**src/hw/rtl/equirect_pixel_to_unit_vector_assert.svh**
```systemverilog
// Assertion macros used by the block's top-level RTL file.
`ifndef EQUIRECT_PIXEL_TO_UNIT_VECTOR_ASSERT_SVH
`define EQUIRECT_PIXEL_TO_UNIT_VECTOR_ASSERT_SVH

// Implication in the same cycle, checked outside reset.
`define EPUV_ASSERT_IMPL(label, clk, rst, ante, cons) \
  label: assert property (@(posedge clk) disable iff (rst) (ante) |-> (cons)) \
    else $error("assertion failed");

// Implication in the following cycle, checked during reset as well.
`define EPUV_ASSERT_NEXT(label, clk, ante, cons) \
  label: assert property (@(posedge clk) (ante) |=> (cons)) \
    else $error("assertion failed");

`endif

```
**src/hw/rtl/epuv_pkg.sv**
```systemverilog
package epuv_pkg;

  localparam int IN_W = 18;
  localparam int CFG_W = 15;
  localparam int PHASE_W = 32;
  localparam int DP_FRAC = 30;
  localparam int DW = 33;
  localparam int ZW = 34;
  localparam int WIDTH_RESET = 4096;
  localparam int MIN_WIDTH = 2;

  localparam int DEF_POS_FRAC_BITS = 4;
  localparam int DEF_OUT_FRAC_BITS = 14;
  localparam int DEF_CORDIC_STAGES = 16;
  localparam int DEF_MAX_WIDTH = 16384;

  localparam logic signed [DW-1:0] CORDIC_GAIN = 33'sd652032874;

  typedef struct packed {
    logic signed [DW-1:0] x;
    logic signed [DW-1:0] y;
    logic signed [ZW-1:0] z;
    logic                 flip;
  } cordic_t;

  // Arctangent of 2^-i as a fraction of a turn, 2^32 to the turn.
  function automatic logic [PHASE_W-1:0] atan_turn(input logic [4:0] i);
    logic [PHASE_W-1:0] r;
    case (i)
      5'd0:  r = 32'h20000000;
      5'd1:  r = 32'h12E4051D;
      5'd2:  r = 32'h09FB385B;
      5'd3:  r = 32'h051111D4;
      5'd4:  r = 32'h028B0D43;
      5'd5:  r = 32'h0145D7E1;
      5'd6:  r = 32'h00A2F61E;
      5'd7:  r = 32'h00517C55;
      5'd8:  r = 32'h0028BE53;
      5'd9:  r = 32'h00145F2E;
      5'd10: r = 32'h000A2F98;
      5'd11: r = 32'h000517CC;
      5'd12: r = 32'h00028BE6;
      5'd13: r = 32'h000145F3;
      5'd14: r = 32'h0000A2F9;
      5'd15: r = 32'h0000517C;
      5'd16: r = 32'h000028BE;
      5'd17: r = 32'h0000145F;
      5'd18: r = 32'h00000A2F;
      5'd19: r = 32'h00000517;
      5'd20: r = 32'h0000028B;
      5'd21: r = 32'h00000145;
      5'd22: r = 32'h000000A2;
      5'd23: r = 32'h00000051;
      5'd24: r = 32'h00000028;
      5'd25: r = 32'h00000014;
      5'd26: r = 32'h0000000A;
      5'd27: r = 32'h00000005;
      5'd28: r = 32'h00000002;
      5'd29: r = 32'h00000001;
      default: r = 32'h00000000;
    endcase
    return r;
  endfunction

endpackage

```
**src/hw/rtl/epuv_div_cell.sv**
```systemverilog
// One restoring division step: brings in one numerator bit, yields one quotient bit.
module epuv_div_cell import epuv_pkg::*; #(
  parameter int DEN_W = 20,
  parameter int NUM_W = 50
) (
  input  logic               clk,
  input  logic               en,
  input  logic [DEN_W-1:0]   den,
  input  logic [DEN_W-1:0]   rem_in,
  input  logic [NUM_W-1:0]   num_in,
  input  logic [PHASE_W-1:0] q_in,
  output logic [DEN_W-1:0]   rem,
  output logic [NUM_W-1:0]   num,
  output logic [PHASE_W-1:0] q
);

  logic [DEN_W:0]   trial;
  logic [DEN_W:0]   diff;
  logic             ge;
  logic [DEN_W-1:0] rem_next;

  always_comb begin
    trial = {rem_in, num_in[NUM_W-1]};
    diff = trial - {1'b0, den};
    ge = trial >= {1'b0, den};
    rem_next = ge ? diff[DEN_W-1:0] : trial[DEN_W-1:0];
  end

  always_ff @(posedge clk) begin
    if (en) begin
      rem <= rem_next;
      num <= {num_in[NUM_W-2:0], 1'b0};
      q <= {q_in[PHASE_W-2:0], ge};
    end
  end

endmodule

```
**config.mk**
```make
export PLATFORM = sky130hd
export DESIGN_NAME = epuv_div_cell
export DESIGN_NICKNAME = d
export VERILOG_FILES = /design/src/hw/rtl/equirect_pixel_to_unit_vector_assert.svh /design/src/hw/rtl/epuv_pkg.sv /design/src/hw/rtl/epuv_div_cell.sv
export SDC_FILE = /design/constraint.sdc
export NUM_CORES = 1
export LEC_CHECK = 0
export BUFFER_PORTS_ARGS = -buffer_cell sky130_fd_sc_hd__buf_2
export CORE_AREA = 2 2 104 106
export DETAILED_ROUTE_END_ITERATION = 8
export DIE_AREA = 0 0 106 108
export PLACE_DENSITY = 0.76
export SLEW_MARGIN = 20
export SYNTH_ARGS = -nofsm -noshare
export SYNTH_HDL_FRONTEND = slang
export SYNTH_SLANG_ARGS = --single-unit
```
**constraint.sdc**
```tcl
create_clock -name clk -period 4.6 [get_ports clk]
set_input_delay 0.46 -clock clk [delete_from_list [all_inputs] [get_ports clk]]
set_output_delay 0.46 -clock clk [all_outputs]
set_load 0.03 [all_outputs]
```
==> results by group <==
Critical path
  – CP delay by family, top: compound AO/OA/AOI/OAI gates
  – CP Cell Sequence: buf_2 > inv_1 > ha_1 > a21o_1 > a31oi_1 > nand2_1 > a311o_1 > a21oi_4 > buf_4 > o21ai_0
  – Max FO, Critical Path: 21
  – Buf/Inv on CP: 3
  – WP data arrival: 2.66 ns
  – Max incr delay on CP: 0.40 ns
  – CP Launch Type: input port
  – Kind of critical path: in2reg
  – Crit-path slowest cell: a311o_1
  – CP endpoint kind: register
  – Worst Path Required: 4.68 ns

Synthesis
  – Yosys top cell area share: 69.34%
  – Netlist cell types: 42
  – Sequential share of the synthesized area: a little over two thirds
  – Cell accounting for the most synthesized area: edfxtp_1
  – Post-Syn Instances: between 300 and 400
  – Average size of a mapped cell: 14.16 sq um
  – Predominant post-synthesis flop cell: edfxtp_1
  – Async SR Flop Fraction: 0%
  – Top post-synthesis cells by count: edfxtp_1, nand2_1, o21ai_0, inv_1, ha_1
  – Syn_nets: around 450
  – Post-synth EDFFs: between 100 and 150
  – Yosys warns: 0
  – Synth Register Bits: slightly above 100
  – Top area cells in the synthesized netlist: edfxtp_1, ha_1, o21ai_0, nand2_1, xnor2_1
  – Mapped Area: 0.004374 sq mm
  – Top-count cell post-synth: edfxtp_1

Clock network
  – CTS buffer count: 9
  – Clock Path Buffers: 2
  – TritonCTS clock tree: done
  – Worst-path clk slew: 0.10 ns
  – Root Buffer Master: clkbuf_8
  – Post_cts resized: 0
  – CTS Sinks: roughly 100
  – Number of setup buffers added after CTS: 0
  – CTS Hold Buffers Added: 0
  – H-tree depth: 3

Power
  – Lkg Pwr: 2.600 nW
  – Pwr dens: 371.0 mW/mm^2
  – Peak VDD IR: 0.1511 mV
  – Total power draw: between 0.002 and 0.0025 W

STA
  – Fin Hold WS: 0.2793 ns
  – Setup violators final: 0
  – Max-slew violation count: 0
  – RSZ-0062 raised after global routing: no
  – Relative slew slack: 55.12%
  – Slew @ Worst Pin: 0.6732 ns
  – Fin crit share: between 50 and 60%
  – Minimum clock period: 2.575 ns
  – Setup TNS Final: 0 ns
  – Final Hold Viols: 0
  – Fmax: between 300 and 400 MHz

Placement
  – Port Buffers: 223
  – Post-DP Area: around 0.0056 sq mm
  – GP Congestion: between 0.8 and 0.9
  – Final HPWL DP: about 8400 um

Cells and area
  – Area grow syn2layout: 32.81%
  – Fraction of layout cells with a size suffix above 1: 45.66%
  – Inserted Diodes: 0
  – Final Cell Area: 0.005809 sq mm
  – # nets final: 681

Die
  – Core area: 0.01023 sq mm
  – Starting Density: 42.75%
  – Row count: 37
  – Boundary Pins: 226
  – Die Height: 108 um
  – Die ar.: 0.01145 sq mm
  – Die Wd: about 110 um

Run
  – Total of max-cap violations: 0

Status
  – Status: complete, no violations

Detailed routing
  – Drt drc: 0
  – Post-DRT Antenna Nets: 0
  – Routed vias: 3252
  – DRT Wirelength: roughly 11000 um
  – TritonRoute pass-1 iters: 4
  – DRT iter0 DRCs: 177
  – Vias per inst: 4.804
  – DR WL/cell: 15.56 um

Global routing
  – First-pass GRT wire length: 15660 um
  – GRT Util Overall: 17.91%
  – Number of global-route vias before repair: about 3000
  – Largest net degree at the start of global routing: 56
  – Initial antenna violation count: 0
  – Global route overflow: 0

Worst hold path
  – Worst hold path class: in2reg
-- metal layers --
layer / wire length (um) / GRT usage (%) / vias to the layer above
li1: - / - / 1593
met1: 3920 / 19.73 / 1499
met2: 5695 / 33.64 / 144
met3: 794 / 4.882 / 16
met4: 125 / 5.639 / 0
met5: 0 / 0 / -
-- registers in the layout, summed over array words and instances (netlist names) --
register	count
num	49
q	32
rem	20
-- logic make-up (layout without fill, tap and decap cells) --
group	Yosys count	count (layout)	share of synthesized area, %
flops	101	101	69.34
xor+xnor	17	17	3.404
fa+ha+maj	21	21	6.179
mux	6	6	1.745
other cells	1	1	0.08573
compound gates	73	73	10.47
simple gates	57	57	5.778
buf+inv	33	265	3.003
-- stage by stage --
stage	worst slack, ns	utilization (%)	cells
after floorplan	2.124	-	309
after global placement	1.679	55.09	661
after detailed placement	1.657	55.09	661
after CTS	2.020	56.78	677
after global routing	1.869	56.78	677
final	2.025	56.78	677
-- path summary, 6_finish.rpt --
check	endpoint	slack (ns)	startpoint	cells past startpoint
max	rem[8]	2.02	den[4]	10
min	q[22]	0.28	q_in[21]	1
-- cells in the final DEF, fill, tap and decap left out, types with 3 or more instances in the layout --
master	instances
nand4_1	5
clkinvlp_4	3
buf_4	3
xnor2_1	10
a21o_1	7
xor2_1	7
a21oi_1	17
nand2_1	32
o21ai_0	25
a211oi_1	3
buf_2	222
edfxtp_1	101
nor2_1	10
inv_1	23
o21a_1	4
ha_1	20
mux2_4	3
clkbuf_8	9
-- where the power goes --
group | total [W] | switching, W | internal [W]
clock network | 0.000493 | 0.000294 | 0.000200
logic | 0.000528 | 0.000351 | 0.000177
registers | 0.00113 | 0.0000195 | 0.00111
-- layout make-up --
type                            instances  area (sq um)
Timing Repair Buffer                  225          1134
Clock inverter                          6         45.04
Sequential cell                       101          3033
Multi-Input combinational cell        175          1210
Tap cell                              136         170.2
Inverter                               24         90.09
Fill cell                             864          4422
Clock buffer                           10         127.6
Power figures use the tool's default switching activity.
