File: src/hw/rtl/equirect_pixel_to_unit_vector_assert.svh
// Assertion macros used by the block's top-level RTL file.
`ifndef EQUIRECT_PIXEL_TO_UNIT_VECTOR_ASSERT_SVH
`define EQUIRECT_PIXEL_TO_UNIT_VECTOR_ASSERT_SVH

// Implication in the same cycle, checked outside reset.
`define EPUV_ASSERT_IMPL(label, clk, rst, ante, cons) \
  label: assert property (@(posedge clk) disable iff (rst) (ante) |-> (cons)) \
    else $error("assertion failed");

// Implication in the following cycle, checked during reset as well.
`define EPUV_ASSERT_NEXT(label, clk, ante, cons) \
  label: assert property (@(posedge clk) (ante) |=> (cons)) \
    else $error("assertion failed");

`endif

File: src/hw/rtl/epuv_pkg.sv
package epuv_pkg;

  localparam int IN_W = 18;
  localparam int CFG_W = 15;
  localparam int PHASE_W = 32;
  localparam int DP_FRAC = 30;
  localparam int DW = 33;
  localparam int ZW = 34;
  localparam int WIDTH_RESET = 4096;
  localparam int MIN_WIDTH = 2;

  localparam int DEF_POS_FRAC_BITS = 4;
  localparam int DEF_OUT_FRAC_BITS = 14;
  localparam int DEF_CORDIC_STAGES = 16;
  localparam int DEF_MAX_WIDTH = 16384;

  localparam logic signed [DW-1:0] CORDIC_GAIN = 33'sd652032874;

  typedef struct packed {
    logic signed [DW-1:0] x;
    logic signed [DW-1:0] y;
    logic signed [ZW-1:0] z;
    logic                 flip;
  } cordic_t;

  // Arctangent of 2^-i as a fraction of a turn, 2^32 to the turn.
  function automatic logic [PHASE_W-1:0] atan_turn(input logic [4:0] i);
    logic [PHASE_W-1:0] r;
    case (i)
      5'd0:  r = 32'h20000000;
      5'd1:  r = 32'h12E4051D;
      5'd2:  r = 32'h09FB385B;
      5'd3:  r = 32'h051111D4;
      5'd4:  r = 32'h028B0D43;
      5'd5:  r = 32'h0145D7E1;
      5'd6:  r = 32'h00A2F61E;
      5'd7:  r = 32'h00517C55;
      5'd8:  r = 32'h0028BE53;
      5'd9:  r = 32'h00145F2E;
      5'd10: r = 32'h000A2F98;
      5'd11: r = 32'h000517CC;
      5'd12: r = 32'h00028BE6;
      5'd13: r = 32'h000145F3;
      5'd14: r = 32'h0000A2F9;
      5'd15: r = 32'h0000517C;
      5'd16: r = 32'h000028BE;
      5'd17: r = 32'h0000145F;
      5'd18: r = 32'h00000A2F;
      5'd19: r = 32'h00000517;
      5'd20: r = 32'h0000028B;
      5'd21: r = 32'h00000145;
      5'd22: r = 32'h000000A2;
      5'd23: r = 32'h00000051;
      5'd24: r = 32'h00000028;
      5'd25: r = 32'h00000014;
      5'd26: r = 32'h0000000A;
      5'd27: r = 32'h00000005;
      5'd28: r = 32'h00000002;
      5'd29: r = 32'h00000001;
      default: r = 32'h00000000;
    endcase
    return r;
  endfunction

endpackage

File: src/hw/rtl/epuv_finish.sv
// Product of two CORDIC values, sign fix, rounding and clamp: three stages.
module epuv_finish import epuv_pkg::*; #(
  parameter int OUT_FRAC_BITS = 14
) (
  input  logic                           clk,
  input  logic                           en,
  input  logic signed [DW-1:0]           a,
  input  logic signed [DW-1:0]           b,
  input  logic                           neg,
  output logic signed [OUT_FRAC_BITS+1:0] result
);

  localparam int PW = 2 * DW;
  localparam int SH = 2 * DP_FRAC - OUT_FRAC_BITS;
  localparam logic signed [PW-1:0] HALF = signed'({{(PW-1){1'b0}}, 1'b1} << (SH - 1));
  localparam logic signed [PW-1:0] ONE = signed'({{(PW-1){1'b0}}, 1'b1} << OUT_FRAC_BITS);

  logic signed [PW-1:0] prod;
  logic                 prod_neg;
  logic signed [PW-1:0] fixed;
  logic signed [PW-1:0] rounded;
  logic signed [PW-1:0] clamped;

  always_comb begin
    rounded = (fixed + HALF) >>> SH;
    if (rounded > ONE) begin
      clamped = ONE;
    end else if (rounded < -ONE) begin
      clamped = -ONE;
    end else begin
      clamped = rounded;
    end
  end

  always_ff @(posedge clk) begin
    if (en) begin
      prod <= a * b;
      prod_neg <= neg;
      fixed <= prod_neg ? -prod : prod;
      result <= clamped[OUT_FRAC_BITS+1:0];
    end
  end

endmodule

File: config.mk
export PLATFORM = sky130hd
export DESIGN_NAME = epuv_finish
export DESIGN_NICKNAME = d
export VERILOG_FILES = /design/src/hw/rtl/equirect_pixel_to_unit_vector_assert.svh /design/src/hw/rtl/epuv_pkg.sv /design/src/hw/rtl/epuv_finish.sv
export SDC_FILE = /design/constraint.sdc
export NUM_CORES = 2
export LEC_CHECK = 0
export BUFFER_PORTS_ARGS = -buffer_cell sky130_fd_sc_hd__clkbuf_2
export CAP_MARGIN = 20
export CORE_UTILIZATION = 65
export DETAILED_ROUTE_END_ITERATION = 10
export HOLD_SLACK_MARGIN = 0.06
export PLACE_DENSITY = 0.82
export SLEW_MARGIN = 20
export SYNTH_ARGS = -nofsm -noshare
export SYNTH_HDL_FRONTEND = slang
export SYNTH_SLANG_ARGS = --single-unit
export TNS_END_PERCENT = 1
File: constraint.sdc
create_clock -name clk -period 14 [get_ports clk]
set_input_delay 2.1 -clock clk [delete_from_list [all_inputs] [get_ports clk]]
set_output_delay 2.1 -clock clk [all_outputs]
set_load 0.01 [all_outputs]
==> impl_metrics.ini <==
[clocking]
cts_resized = 0
cts.sinks = 104
cts_setup_buffers = 0
path_clk_slew_ps = 70
ctsHoldBuffers = 0
cts_tree = yes
cts_buffers = 9
cts.path.max_buffers = 2
clk_latency_ps = 350
root_buffer = clkbuf_16
htreeDepth = 3

[timing]
setup_violations = 0
hold_violations = 0
worst_slew_pin_slew_ps = 1214
finalMaxSlewViolations = 0
rsz0062_at_grt = false
fin_skew_ps = 8.575
max_slew_margin_pct = 19.07
clock.fmax_mhz = 91.49
period_minus_slack_ps = 10930
period_share_pct = 78.07
setup_tns_ps = 0

[synthesis]
synth_edf_count = 104
avgSynthCellArea_um2 = 9.577
yosysSeqAreaShare_pct = 7.269
synth_cells = 4486
syn_nets = 5918
async_flop_share_pct = 0
synth_warnings = 0
synth_cell_types = 62
syn_area_um2 = 42960
ys_ff_latch = 104
synthFlopType = edfxtp_1

[worst_hold_path]
min_to = fixed[65]$_DFFE_PP_
holdPathStages = 1
min_from = prod[65]$_DFFE_PP_
hp-class = reg2reg

[placed_design]
gp_congestion = 0.9345
hpwl_um = 83010
port_buffers = 84
placed_area_um2 = 43880

[floorplan]
die_y_um = 259.1
die_area_um2 = 67130
die_w_um = 259.1
core_region_area_um2 = 64930
ios = 85
core.rowCount = 93
start_util_pct = 66.17

[run_status]
status = finished, final reports clean

[worst_setup_path]
reg2reg_from = prod[14]$_DFFE_PP_
cpPeakStageDelay_ps = 1070
r2r_cells = 10
r2r_setup_slack_ps = 9850
endpoint_kind = register
critical_path_class = in2reg
cp_data_required_time_ps = 14090
path_delay_family = adder cells
arrival_ps = 11020
start_kind = input port
cp_slowest_cell = fa_1
crit_path_frequent_cell = fa_1
path_cells = clkbuf_2, nand2_1, inv_1, fa_1, fa_1, fa_1, inv_1, fa_1, inv_1, fa_1, fa_1, fa_1, inv_1, fa_1, inv_1, ha_1, a21oi_1, nor2b_1, o21a_1, a311oi_1, o21ai_0, a221oi_1, xnor2_1
r2r_end = fixed[63]$_DFFE_PP_
crit_fanout = 33
worst-path-buf-inv = 6

[grt]
grt_overflow = 0
first_global_vias = 34760
grt_pass1_wl_um = 181800
antenna_found_initial = 3
grt_max_degree = 62
grt_usage_pct = 35.36

[layout]
finalInstanceArea_um2 = 44190
final_common_cell = fa_1
drive_gt1_share_pct = 3.319
final_net_count = 5826
area_delta_synth_final_pct = 2.860
nFillCells = 4920
final_cell_mix = fa_1, inv_1, nand2_1

[routing]
viasPerCell = 5.827
vias = 30620
wl_per_cell_um = 20.98
drt-total-wl_um = 110300
first_pass_iters = 6
drc_errors = 0
detail-route-antenna-nets = 0
drt_iter0_drc = 2363

[flow_run]
max_cap_violations = 0
==> registers in the layout (all words and copies together), names as in the netlist <==
signal / cells
result: 16
prod_neg: 1
fixed: 21
prod: 66
==> final cells by class <==
type,count,area [um2],share of cell area [%]
timing repair buffer,121,720.7,1.631
multi-input combinational,3014,34700,78.53
inverter,1144,4294,9.717
clock inverter,7,53.80,0.1217
clock buffer,9,225.2,0.5096
antenna,1,2.502,0.005663
sequential,104,3123,7.067
tap,855,1070,2.421
==> logic make-up after synthesis <==
| logic type | after synthesis | share of synthesized area, % |
|---|---|---|
| flops | 104 | 7.269 |
| buf+inv | 1368 | 11.96 |
| simple gates | 1292 | 15.13 |
| fa+ha+maj | 1363 | 59.70 |
| mux | 3 | 0.07281 |
| compound gates | 244 | 3.588 |
| xor+xnor | 112 | 2.283 |
==> metal layers <==
layer | vias to the layer above | GRT usage (%) | wire (um)
li1 | 12740 | - | -
met1 | 15510 | 44.84 | 39200
met2 | 1862 | 58.24 | 52200
met3 | 506 | 8.172 | 12750
met4 | 4 | 15.81 | 6100
met5 | - | 0 | 27
==> Yosys cell counts, types with 2 or more instances <==
master	count	share of area [%]
o21bai_1	15	0.26
and4_1	2	0.041
nand4_1	18	0.26
ha_1	218	6.3
buf_1	2	0.017
inv_1	1143	10
mux2i_1	2	0.047
a21o_1	25	0.44
or4_4	2	0.052
and3_1	12	0.17
o21ai_0	51	0.59
or3_1	2	0.029
edfxtp_1	104	7.3
a221oi_1	3	0.061
nor3_1	5	0.058
o31ai_1	11	0.19
a31oi_1	9	0.13
fa_1	1145	53
a21boi_0	8	0.14
a21oi_1	77	0.90
nor2b_1	5	0.073
nand3_1	26	0.30
clkbuf_1	220	1.9
nor2_1	80	0.70
or2_2	2	0.029
nand2b_1	10	0.15
o2bb2ai_1	2	0.041
or4_1	3	0.052
xor2_1	31	0.63
and2_1	552	8.0
o211ai_1	9	0.16
a41oi_1	2	0.041
o21a_1	8	0.14
xnor2_1	81	1.7
a211oi_1	8	0.14
nand2_1	554	4.8
o221ai_1	2	0.041
nor4_1	13	0.19
==> metrics by stage <==
stage / cells / hold slack, ps / utilization [%] / setup slack (ps)
floorplan: 4486 / 526.9 / - / 4275
global placement: 5237 / 554.3 / 67.58 / 2972
detailed placement: 5237 / 548.6 / 67.58 / 2856
CTS: 5253 / 564.8 / 68.01 / 3192
global route: 5254 / 596.5 / 68.06 / 2589
finish: 5255 / 566.7 / 68.06 / 3070
==> worst reg2reg max path: cells and delay by family (launching register included) <==
kind | cells | cell delay [ps]
DFF | 1 | 370
and+or+nand+nor | 8 | 3120
xor gates and xnor gates | 1 | 110
AOI/OAI and AO/OA | 1 | 300
==> how the worst max path moves through the flow <==
| stage | from | to | cells past startpoint |
|---|---|---|---|
| after floorplan | a[32] | prod[63]$_DFFE_PP_ | 25 |
| after global placement | b[0] | prod[62]$_DFFE_PP_ | 23 |
| final | b[0] | prod[62]$_DFFE_PP_ | 23 |
| after CTS | b[0] | prod[62]$_DFFE_PP_ | 23 |
| after global routing | a[32] | prod[62]$_DFFE_PP_ | 23 |
| after detailed placement | b[0] | prod[62]$_DFFE_PP_ | 23 |
Power is left out: the tool's default activity adds up to more than one toggle a clock period on the data nets, which glitch-free logic cannot reach.
