### src/hw/rtl/equirect_pixel_to_unit_vector_assert.svh
// Assertion macros used by the block's top-level RTL file.
`ifndef EQUIRECT_PIXEL_TO_UNIT_VECTOR_ASSERT_SVH
`define EQUIRECT_PIXEL_TO_UNIT_VECTOR_ASSERT_SVH

// Implication in the same cycle, checked outside reset.
`define EPUV_ASSERT_IMPL(label, clk, rst, ante, cons) \
  label: assert property (@(posedge clk) disable iff (rst) (ante) |-> (cons)) \
    else $error("assertion failed");

// Implication in the following cycle, checked during reset as well.
`define EPUV_ASSERT_NEXT(label, clk, ante, cons) \
  label: assert property (@(posedge clk) (ante) |=> (cons)) \
    else $error("assertion failed");

`endif

### src/hw/rtl/epuv_pkg.sv
package epuv_pkg;

  localparam int IN_W = 18;
  localparam int CFG_W = 15;
  localparam int PHASE_W = 32;
  localparam int DP_FRAC = 30;
  localparam int DW = 33;
  localparam int ZW = 34;
  localparam int WIDTH_RESET = 4096;
  localparam int MIN_WIDTH = 2;

  localparam int DEF_POS_FRAC_BITS = 4;
  localparam int DEF_OUT_FRAC_BITS = 14;
  localparam int DEF_CORDIC_STAGES = 16;
  localparam int DEF_MAX_WIDTH = 16384;

  localparam logic signed [DW-1:0] CORDIC_GAIN = 33'sd652032874;

  typedef struct packed {
    logic signed [DW-1:0] x;
    logic signed [DW-1:0] y;
    logic signed [ZW-1:0] z;
    logic                 flip;
  } cordic_t;

  // Arctangent of 2^-i as a fraction of a turn, 2^32 to the turn.
  function automatic logic [PHASE_W-1:0] atan_turn(input logic [4:0] i);
    logic [PHASE_W-1:0] r;
    case (i)
      5'd0:  r = 32'h20000000;
      5'd1:  r = 32'h12E4051D;
      5'd2:  r = 32'h09FB385B;
      5'd3:  r = 32'h051111D4;
      5'd4:  r = 32'h028B0D43;
      5'd5:  r = 32'h0145D7E1;
      5'd6:  r = 32'h00A2F61E;
      5'd7:  r = 32'h00517C55;
      5'd8:  r = 32'h0028BE53;
      5'd9:  r = 32'h00145F2E;
      5'd10: r = 32'h000A2F98;
      5'd11: r = 32'h000517CC;
      5'd12: r = 32'h00028BE6;
      5'd13: r = 32'h000145F3;
      5'd14: r = 32'h0000A2F9;
      5'd15: r = 32'h0000517C;
      5'd16: r = 32'h000028BE;
      5'd17: r = 32'h0000145F;
      5'd18: r = 32'h00000A2F;
      5'd19: r = 32'h00000517;
      5'd20: r = 32'h0000028B;
      5'd21: r = 32'h00000145;
      5'd22: r = 32'h000000A2;
      5'd23: r = 32'h00000051;
      5'd24: r = 32'h00000028;
      5'd25: r = 32'h00000014;
      5'd26: r = 32'h0000000A;
      5'd27: r = 32'h00000005;
      5'd28: r = 32'h00000002;
      5'd29: r = 32'h00000001;
      default: r = 32'h00000000;
    endcase
    return r;
  endfunction

endpackage

### src/hw/rtl/epuv_cordic_cell.sv
// One rotation-mode CORDIC micro-rotation, registered.
module epuv_cordic_cell import epuv_pkg::*; #(
  parameter int IDX = 0
) (
  input  logic    clk,
  input  logic    en,
  input  cordic_t d_in,
  output cordic_t d_out
);

  logic signed [DW-1:0] dx;
  logic signed [DW-1:0] dy;
  logic signed [ZW-1:0] ang;
  cordic_t              d_next;

  always_comb begin
    dx = d_in.y >>> IDX;
    dy = d_in.x >>> IDX;
    ang = signed'({{(ZW-PHASE_W){1'b0}}, atan_turn(5'(IDX))});
    d_next.flip = d_in.flip;
    if (!d_in.z[ZW-1]) begin
      d_next.x = d_in.x - dx;
      d_next.y = d_in.y + dy;
      d_next.z = d_in.z - ang;
    end else begin
      d_next.x = d_in.x + dx;
      d_next.y = d_in.y - dy;
      d_next.z = d_in.z + ang;
    end
  end

  always_ff @(posedge clk) begin
    if (en) begin
      d_out <= d_next;
    end
  end

endmodule

### config.mk
export PLATFORM = sky130hd
export DESIGN_NAME = epuv_cordic_cell
export DESIGN_NICKNAME = d
export VERILOG_FILES = /design/src/hw/rtl/equirect_pixel_to_unit_vector_assert.svh /design/src/hw/rtl/epuv_pkg.sv /design/src/hw/rtl/epuv_cordic_cell.sv
export SDC_FILE = /design/constraint.sdc
export NUM_CORES = 1
export LEC_CHECK = 0
export BUFFER_PORTS_ARGS = -buffer_cell sky130_fd_sc_hd__buf_2
export CORE_MARGIN = 2
export CORE_UTILIZATION = 45
export CTS_CLUSTER_DIAMETER = 40
export DETAILED_ROUTE_END_ITERATION = 7
export PLACE_DENSITY = 0.75
export SLEW_MARGIN = 20
export SYNTH_ARGS = -nofsm -noshare
export SYNTH_HDL_FRONTEND = slang
export SYNTH_SLANG_ARGS = --single-unit
### constraint.sdc
create_clock -name clk -period 7.7 [get_ports clk]
set_clock_uncertainty 0.1 [all_clocks]
set_input_delay 0.77 -clock clk [delete_from_list [all_inputs] [get_ports clk]]
set_output_delay 0.77 -clock clk [all_outputs]
set_load 0.03 [all_outputs]
==> results of run 1 <==
-- layout make-up --
cell class	count	area [um2]
clock buffers	9	225
clock inverters	7	57.6
fillers	1756	8730
inverters	108	405
multi-input cells	705	5040
flip-flops and latches	100	3000
well taps	260	325
repair buffers	206	1040
-- routing by layer --
metal	vias to the layer above	wire length [um]	share of wire [%]	track usage [%]
li1	3745	-	-	-
met1	3653	11300	45	34.3
met2	416	11200	44	37.3
met3	42	2240	8.9	4.12
met4	0	488	1.9	7.09
met5	-	0	0	0
-- logic make-up (layout without fill, tap and decap cells) --
| family | after synthesis | in the layout | synth area share, % |
|---|---|---|---|
| simple gates | 212 | 212 | 11.3 |
| compound gates | 312 | 312 | 23.3 |
| xor+xnor | 65 | 65 | 6.53 |
| buf+inv | 149 | 330 | 7.78 |
| flops | 100 | 100 | 34.4 |
| mux | 13 | 13 | 1.51 |
| fa+ha+maj | 103 | 103 | 15.1 |
-- cell usage in the layout (no fill, tap or decap), types with 18 or more instances in the layout --
| cell type | instances |
|---|---|
| nand3_1 | 18 |
| o21ai_0 | 48 |
| edfxtp_1 | 100 |
| nand2_1 | 41 |
| inv_1 | 101 |
| a21o_1 | 22 |
| a21oi_1 | 114 |
| ha_1 | 99 |
| xnor2_1 | 56 |
| buf_2 | 202 |
| nor2_1 | 87 |
-- Yosys cell counts, types with 18 or more instances --
library cell and instances:
nand3_1 18, xnor2_1 56, inv_1 101, nand2_1 41, edfxtp_1 100, a21o_1 22
clkbuf_1 18, a21oi_1 114, nor2_1 87, ha_1 99, o21ai_0 48
-- path summary, 6_finish.rpt --
kind,startpoint,to,cells past startpoint
max,d_in[60],d_out[67],12
min,d_in[6],d_out[6],1
-- report_power, final --
group,switching [mW],total [mW],internal (mW)
sequential,0.0218,0.723,0.701
clock,0.211,0.434,0.224
combinational,0.521,0.770,0.250
total,0.753,1.93,1.17
==> results.sh, run 1 <==
export IMPL_status="complete, no violations"
export IMPL_hp_class="in -> reg"
export IMPL_syn_inst=954
export IMPL_fp_dieW_um=143
export IMPL_static_leakage_power_nw=4.56
export IMPL_drt_pass1_iter_count=6
export IMPL_path_max_fanout=11
export IMPL_timing_critical_path_buf_inv=3
export IMPL_cp_top_family="simple AND/OR/NAND/NOR gates"
export IMPL_holdWs_ns=0.488
export IMPL_synth_top_area_share_pct=34.4
export IMPL_cts_root_buf="clkbuf_16"
export IMPL_viasPerCell=5.63
export IMPL_yosysSeqAreaShare_pct=34.4
export IMPL_ctsHoldBuffers=0
export IMPL_place_gp_congestion=0.968
export IMPL_worst_slack_ns=3.39
export IMPL_power_density_nw_per_um2=191
export IMPL_max_stage_delay_ns=0.69
export IMPL_grt_usage_pct=24.0
export IMPL_synth_cell_types=81
export IMPL_final_hold_violation_count=0
export IMPL_total_power_mw=1.93
export IMPL_syn_num_nets=1160
export IMPL_cts_setup_buffers=0
export IMPL_synth_edf_count=100
export IMPL_cts_num_sinks=100
export IMPL_ir_drop_mv=0.0815
export IMPL_setup_viol=0
export IMPL_cts_resized_gates=0
export IMPL_largest_reg_flops=100
export IMPL_port_buffer_count=203
export IMPL_grt_overflow=0
export IMPL_rsz0062_at_grt="false"
export IMPL_cts_max_level=3
export IMPL_vias=7856
export IMPL_postRouteAntennaNets=0
export IMPL_period_share_pct=55.9
export IMPL_worst_slew_pin_slew_ns=0.842
export IMPL_timing_fmax_mhz=232
export IMPL_die_area_um2=20500
export IMPL_final_cells=1395
export IMPL_worstPathCellList="buf_2 > inv_1 > ha_1 > clkinv_1 > nor2_1 > nand3_1 > nor4_1 > o211ai_1 > a21oi_1 > nor3_1 > mux2_2 > xor2_1"
export IMPL_synth_area_um2=8720
export IMPL_slew_viol_final=0
export IMPL_synthArstFlopShare_pct=0
export IMPL_dpl_cell_count=1379
export IMPL_crit_required_ns=7.69
export IMPL_place_detailed_hpwl_um=20000
export IMPL_synth_area_per_cell_um2=9.14
export IMPL_post_route_util_pct=53.6
export IMPL_start_kind="primary input"
export IMPL_io_pins=204
export IMPL_placed_area_um2=9810
export IMPL_area_growth_pct=15.8
export IMPL_drcViolationCount=0
export IMPL_cp_data_arrival_time_ns=4.30
export IMPL_ys_top_cells_by_area="edfxtp_1 34%, ha_1 14%, a21oi_1 6.5%"
export IMPL_initial_core_util_pct=46.3
export IMPL_ys_ff_latch=100
export IMPL_fin_tns_setup_ns=0
export IMPL_grt_max_degree=90
export IMPL_cts_tree="done"
export IMPL_timing_worst_setup_path_type="in -> reg"
export IMPL_slowest_stage="nor4_1"
export IMPL_dp_slack_ns=3.19
export IMPL_core_region_area_um2=18800
export IMPL_clk_pin_slew_ns=0.07
export IMPL_cap_violations=0
export IMPL_routedWlPerCell_um=18.1
export IMPL_grt_pass1_wl_um=38400
export IMPL_wirelength_um=25300
export IMPL_synthFlopType="edfxtp_1"
export IMPL_endpoint_kind="register"
export IMPL_num_antenna_cells=0
export IMPL_num_rows=50
export IMPL_synth_top_cell_by_area="edfxtp_1"
export IMPL_cts_made_buffers=9
export IMPL_nNetsFinal=1336
export IMPL_top_regs="d_out: 100 flops"
export IMPL_first_iter_violations=785
export IMPL_clk_path_buf_depth=2
export IMPL_grt_pass1_vias=7245
export IMPL_fin_area_um2=10100
export IMPL_antenna_found_initial=0
export IMPL_top_register="d_out"
export IMPL_relSlewSlack_pct=43.8
export IMPL_drive_gt1_share_pct=22.0
export IMPL_synth_warnings=0
export IMPL_fp_dieH_um=143
export IMPL_finalCriticalPeriod_ns=4.31
Note: power is estimated with default switching activity, not from simulation.
==> run 2: changes to the inputs <==
Settings changed: ABC_AREA set to 1, PLACE_DENSITY 0.75 to 0.73.
Clock period 7.7 ns to 4.4 ns, I/O delays scaled along.
==> results.sh, run 2 <==
export IMPL_p_switching_mw=1.57
export IMPL_synth_cell_types=36
export IMPL_routedWlPerCell_um=16.6
export IMPL_min_to="d_out[29]"
export IMPL_ctsHoldBuffers=0
export IMPL_synthFlopType="edfxtp_1"
export IMPL_cp_data_arrival_time_ns=2.64
export IMPL_synth_area_per_cell_um2=6.34
export IMPL_synth_top_area_share_pct=27.5
export IMPL_viasPerCell=5.03
export IMPL_ir_drop_mv=0.189
export IMPL_cts_resized_gates=0
export IMPL_synth_most_common_cell="nand2_1"
export IMPL_slew_viol_final=0
export IMPL_hp_class="in -> reg"
export IMPL_grt_pass1_wl_um=56900
export IMPL_cap_violations=0
export IMPL_synthTopCellsByCount="636 x nand2_1, 337 x inv_1, 162 x nand3_1"
export IMPL_yosysSeqAreaShare_pct=27.5
export IMPL_fp_dieW_um=160
export IMPL_drive_gt1_share_pct=14.4
export IMPL_setup_viol=0
export IMPL_clk_pin_slew_ns=0.07
export IMPL_static_leakage_power_nw=7.02
export IMPL_num_rows=57
export IMPL_drt_pass1_iter_count=8
export IMPL_area_growth_pct=13.5
export IMPL_endpoint_kind="register"
export IMPL_timing_critical_path_buf_inv=4
export IMPL_relSlewSlack_pct=40.4
export IMPL_fin_tns_setup_ns=0
export IMPL_holdWs_ns=0.165
export IMPL_port_buffer_count=203
export IMPL_ys_top_cells_by_area="edfxtp_1 27%, nand2_1 22%, inv_1 12%"
export IMPL_cts_num_sinks=100
export IMPL_cts_made_buffers=9
export IMPL_crit_required_ns=4.40
export IMPL_p_int_mw=2.04
export IMPL_cts_setup_buffers=0
export IMPL_nNetsFinal=2103
export IMPL_initial_core_util_pct=45.3
export IMPL_fp_dieH_um=160
export IMPL_cts_root_buf="clkbuf_16"
export IMPL_slowest_stage="ha_1"
export IMPL_grt_overflow=0
export IMPL_wirelength_um=37000
export IMPL_final_hold_violation_count=0
export IMPL_nFillCells=2561
export IMPL_synth_edf_count=100
export IMPL_place_gp_congestion=1.02
export IMPL_synth_warnings=0
export IMPL_synth_top_cell_by_area="edfxtp_1"
export IMPL_synthArstFlopShare_pct=0
export IMPL_status="complete, no violations"
export IMPL_synth_area_um2=10900
export IMPL_die_area_um2=25500
export IMPL_cts_tree="done"
export IMPL_finalCriticalPeriod_ns=2.64
export IMPL_largest_reg_flops=100
export IMPL_power_density_nw_per_um2=291
export IMPL_grt_max_degree=73
export IMPL_syn_num_nets=1930
export IMPL_start_kind="primary input"
export IMPL_cp_common_cell="nand2_1"
export IMPL_syn_inst=1724
export IMPL_hold_start="d_in[29]"
export IMPL_place_detailed_hpwl_um=31700
export IMPL_drcViolationCount=0
export IMPL_pwr_share_clk_pct=22.2
export IMPL_grt_pass1_vias=10300
export IMPL_grt_usage_pct=28.7
export IMPL_worstPathCellList="buf_2 > inv_1 > ha_1 > inv_1 > nand2_1 > nand2_1 > inv_1 > nand2_1 > a21oi_1 > nand2_1 > xor2_1 > o21ai_1"
export IMPL_cp_top_family="adder cells"
export IMPL_final_cell_mix="636 x nand2_1, 337 x inv_1, 202 x buf_2"
export IMPL_rsz0062_at_grt="false"
export IMPL_core_region_area_um2=24100
export IMPL_final_common_cell="nand2_1"
export IMPL_clk_path_buf_depth=2
export IMPL_worst_slew_pin_slew_ns=0.892
export IMPL_vias=11200
export IMPL_top_regs="d_out: 100 flops"
export IMPL_antenna_found_initial=1
export IMPL_io_pins=204
export IMPL_period_share_pct=60.0
export IMPL_first_iter_violations=1039
export IMPL_top_register="d_out"
export IMPL_p_comb_share_pct=43.9
export IMPL_timing_worst_setup_path_type="in -> reg"
export IMPL_postRouteAntennaNets=0
export IMPL_path_max_fanout=10
export IMPL_hold_path_depth=1
export IMPL_p_seq_share_pct=34.0
export IMPL_switching_share_pct=43.4
export IMPL_timing_fmax_mhz=379
export IMPL_cts_max_level=3
export IMPL_ys_ff_latch=100
export IMPL_num_antenna_cells=0
export IMPL_max_stage_delay_ns=0.61
## run 2: cell types whose count changed in the layout (fill, tap and decap cells not counted), moves of 12 or more
cell	previous run	this run
o21ai_0	48	30
nor2_1	87	106
a21oi_1	114	73
mux2i_1	12	0
a31oi_1	16	4
xor2_1	9	26
nand3_1	18	162
o31ai_1	14	2
nand2_1	41	636
xnor2_1	56	0
nand2_2	0	18
a21o_1	22	0
inv_1	101	337
## run 2: how the worst max path moves through the flow
stage / from / endpoint / cells after the start
after floorplan: d_in[35] / d_out[67] / 15
final: d_in[50] / d_out[84] / 12
after detailed placement: d_in[68] / d_out[92] / 16
after CTS: d_in[61] / d_out[97] / 12
after global placement: d_in[48] / d_out[84] / 10
after global routing: d_in[50] / d_out[84] / 12
## run 2: final cells by class
| class | count | area [um2] | share of cell area [%] |
|---|---|---|---|
| tap | 324 | 405 | 3.27 |
| timing repair buffer | 206 | 1040 | 8.39 |
| clock buffer | 9 | 225 | 1.82 |
| inverter | 349 | 1310 | 10.6 |
| multi-input combinational | 1231 | 6330 | 51.0 |
| sequential | 100 | 3000 | 24.2 |
| clock inverter | 7 | 86.3 | 0.696 |
## run 2: per-layer routing
metal  part of all wire (%)  global-route usage [%]
met5                      0                       0
met4                    1.9                    6.59
met3                    9.3                    3.95
met2                     39                    40.4
met1                     50                    45.9
## run 2: logic make-up after synthesis
| logic type | Yosys count | share of synthesized area, % |
|---|---|---|
| simple gates | 964 | 36.9 |
| buf+inv | 393 | 14.5 |
| flops | 100 | 27.5 |
| compound gates | 138 | 6.90 |
| xor+xnor | 26 | 2.09 |
| fa+ha+maj | 103 | 12.1 |
## run 2: power groups by stage
stage          registers, mW  clock network [mW]  logic (mW)
3_5_place_dp            1.25                   0        1.55
6_report                1.23               0.800        1.58
2_1_floorplan           1.49                   0       0.810
4_1_cts                 1.23               0.818        1.56
3_3_place_gp            1.25                   0        1.55
5_1_grt                 1.24               0.851        1.73
## run 2: metrics by stage
step	utilization, %	instances	instance area (um2)	power [mW]	setup slack (ns)
2_1_floorplan	-	1724	10900	2.30	2.23
3_3_place_gp	50.2	2210	12100	2.79	1.49
3_5_place_dp	50.2	2210	12100	2.80	1.52
4_1_cts	51.4	2226	12400	3.61	1.88
5_1_grt	51.4	2226	12400	3.82	1.64
6_report	51.4	2226	12400	3.61	1.76
